### src/rtl/core/pce_ram.sv
module pce_ram #(
   parameter int WIDTH = 32,
   parameter int DEPTH = 32,
   localparam int AW = (DEPTH > 1) ? $clog2(DEPTH) : 1
) (
   input  logic             clock,
   input  logic             wr_en,
   input  logic [AW-1:0]    wr_addr,
   input  logic [WIDTH-1:0] wr_data,
   input  logic             rd_en,
   input  logic [AW-1:0]    rd_addr,
   output logic [WIDTH-1:0] rd_data
);

   logic [WIDTH-1:0] mem [DEPTH];
   logic [WIDTH-1:0] rd_data_ff;

   always_ff @(posedge clock) begin
      if (wr_en) begin
         mem[wr_addr] <= wr_data;
      end
      if (rd_en) begin
         rd_data_ff <= mem[rd_addr];
      end
   end

   assign rd_data = rd_data_ff;

endmodule

### config.mk
export PLATFORM = sky130hd
export DESIGN_NAME = pce_ram
export DESIGN_NICKNAME = d
export VERILOG_FILES = /design/src/rtl/core/pce_ram.sv
export SDC_FILE = /design/constraint.sdc
export NUM_CORES = 1
export LEC_CHECK = 0
export ABC_AREA = 1
export BUFFER_PORTS_ARGS = -buffer_cell sky130_fd_sc_hd__buf_4
export CAP_MARGIN = 40
export CORE_ASPECT_RATIO = 0.8
export CORE_MARGIN = 8
export CORE_UTILIZATION = 50
export CTS_CLUSTER_SIZE = 8
export DETAILED_ROUTE_END_ITERATION = 8
export GPL_ROUTABILITY_DRIVEN = 0
export PLACE_DENSITY = 0.63
export SETUP_SLACK_MARGIN = 0.3
export SYNTH_ARGS = -nofsm -noshare
export SYNTH_HDL_FRONTEND = slang
export SYNTH_SLANG_ARGS = --single-unit
### constraint.sdc
create_clock -name clock -period 4.4 [get_ports clock]
set_input_delay 0.22 -clock clock [delete_from_list [all_inputs] [get_ports clock]]
set_output_delay 0.22 -clock clock [all_outputs]
set_load 0.005 [all_outputs]
==> impl_metrics.json <==
{
  "seq_area_frac_synth_pct": 74.2,
  "syn_nets": 3581,
  "cts_root_buf": "clkbuf_16",
  "drt-pass1-iter-count": 6,
  "relSlewSlack_pct": 22.0,
  "arrival_ns": 2.35,
  "worstPathRequired_ns": 4.81,
  "num_rows": 96,
  "period_share_pct": 44.0,
  "numCtsBuffers": 150,
  "synth_cell_type_count": 13,
  "htreeDepth": 4,
  "layout_common_cells": "nand2_1, edfxtp_1, nand3_1, clkbuf_16, buf_4",
  "port_buffers": 76,
  "cts_setup_buffers": 0,
  "max_freq_mhz": 516,
  "overflow": 0,
  "layout_commonest_cell": "nand2_1",
  "setup_viol": 0,
  "post-place-ws_ns": 1.72,
  "clkPwrFrac_pct": 44.5,
  "combinationalPowerShare_pct": 5.8,
  "cp_max_fo": 17,
  "swShare_pct": 21.9,
  "vias_per_cell": 5.76,
  "detailed_place_hpwl_um": 56500,
  "worst-setup-path-type": "in2reg",
  "irDropWorstVdd_mv": 0.333,
  "synthCells": 3536,
  "vias": 27600,
  "wl_um": 118000,
  "antenna_found_initial": 2,
  "p_per_area_nw_per_um2": 469,
  "end_kind": "register",
  "power.leakage_uw": 0.0178,
  "hold_class": "in2reg",
  "intPower_uw": 17800,
  "die_h_um": 277,
  "clk_latency_ns": 0.73,
  "cts_buffer_depth": 3,
  "cts_tree": "built",
  "grt_pass1_vias": 26100,
  "dieArea_um2": 95100,
  "worstMarginPinSlew_ns": 1.17,
  "cts_num_sinks": 1056,
  "period_needed_ns": 1.94,
  "rsz0062_at_grt": "no",
  "net-switching-power_uw": 4970,
  "grt_max_degree": 202,
  "tns_ns": 0,
  "grt_pass1_wl_um": 174000,
  "drive_above_1_share_pct": 9.50,
  "nNetsFinal": 3693,
  "outcome": "complete, no violations",
  "drv_slew": 0,
  "fin_ws_ns": 2.46,
  "ant_nets": 0,
  "cp-start-kind": "input port",
  "max_cap_viol_count": 0,
  "clock_skew_ns": 0.0158,
  "track_usage_pct": 24.5,
  "postSynthAreaPerCell_um2": 12.1,
  "yosys_warnings": 0,
  "holdWs_ns": 0.0724,
  "wl_per_cell_um": 24.6,
  "area_growth_pct": 13.6,
  "coreArea_um2": 85200,
  "ioPinCount": 77,
  "clk_pin_slew_ns": 0.05,
  "synth_seq_cells": 1056,
  "post-route-drc-count": 0,
  "syn-cell-area_um2": 42700,
  "hold_viol": 0,
  "power_frac_seq_pct": 49.7,
  "initialDrtViolationCount": 3483,
  "start_util_pct": 50.2,
  "die_w_um": 343
}
## cells in the mapped netlist
cell type / instances / share of area [%]
clkbuf_1: 24 / 0.21
edfxtp_1: 1056 / 74
buf_1: 18 / 0.16
buf_2: 83 / 0.97
nor2_1: 32 / 0.28
buf_8: 3 / 0.11
nand2_1: 1440 / 13
inv_1: 7 / 0.062
buf_4: 24 / 0.42
inv_8: 1 / 0.026
buf_6: 66 / 1.7
inv_2: 2 / 0.018
nand3_1: 780 / 9.1
## power groups by stage
stage                     Clock (µW)  Sequential (µW)  Combinational [µW]
after detailed placement           0            11500                1280
after floorplan                    0            11500                 770
after global routing           10600            11300                1440
after CTS                      10200            11300                1310
after global placement             0            11500                1260
final                          10100            11300                1310
## state kept, by name (all words and copies together) (netlist names)
register	count
rd_data	32
mem	1024
## worst max-delay path, stage by stage
cell,delay (ns)
buf_4,0.12
inv_1,0.07
nand3_1,0.60
nor2_4,0.96
buf_4,0.35
## stage by stage
stage / std cells / instance area (µm²) / power (µW) / utilization, %
2_1_floorplan: 3536 / 42700 / 12200 / -
3_3_place_gp: 4587 / 44100 / 12700 / 51.8
3_5_place_dp: 4590 / 44200 / 12800 / 51.9
4_1_cts: 4788 / 48500 / 22800 / 56.9
5_1_grt: 4789 / 48500 / 23400 / 57.0
6_report: 4791 / 48500 / 22700 / 57.0
## metal layers
metal	GRT usage [%]	vias to the layer above	wire length, µm
li1	-	12500	-
met1	36.9	13500	50600
met2	35.6	1414	51500
met3	6.13	172	13200
met4	6.61	2	2400
met5	0	-	13
## final timing paths
check,startpoint,endpoint,slack [ns],cells past startpoint
max,wr_addr[0],mem[6][14],2.46,5
min,rd_en,rd_data[30],0.07,1
max reg2reg,mem[18][30],rd_data[30],3.01,8
min reg2reg,mem[18][20],rd_data[20],0.83,8
## kinds of logic (layout without fill, tap and decap cells)
logic type | after synthesis | after routing | synth area share, %
AND/OR/NAND/NOR | 2252 | 2252 | 22.1
other | 0 | 2 | 0
flip-flops | 1056 | 1056 | 74.2
buffers and inverters | 228 | 354 | 3.71
## area by class of cell
type	count	area, µm²
flip-flops and latches	1056	31700
diodes	2	5.00
repair buffers	178	1660
clock buffers	155	3880
multi-input cells	2252	9670
well taps	1127	1410
inverters	10	66.3
fillers	6800	36600
clock inverters	11	121
## repair_timing
| action | in CTS | in global routing |
|---|---|---|
| endpoints found under the hold margin | 1024 | 0 |
| hold buffers | 32 | 0 |
| resized for setup | 0 | 0 |
(Power assumes the default switching activity.)
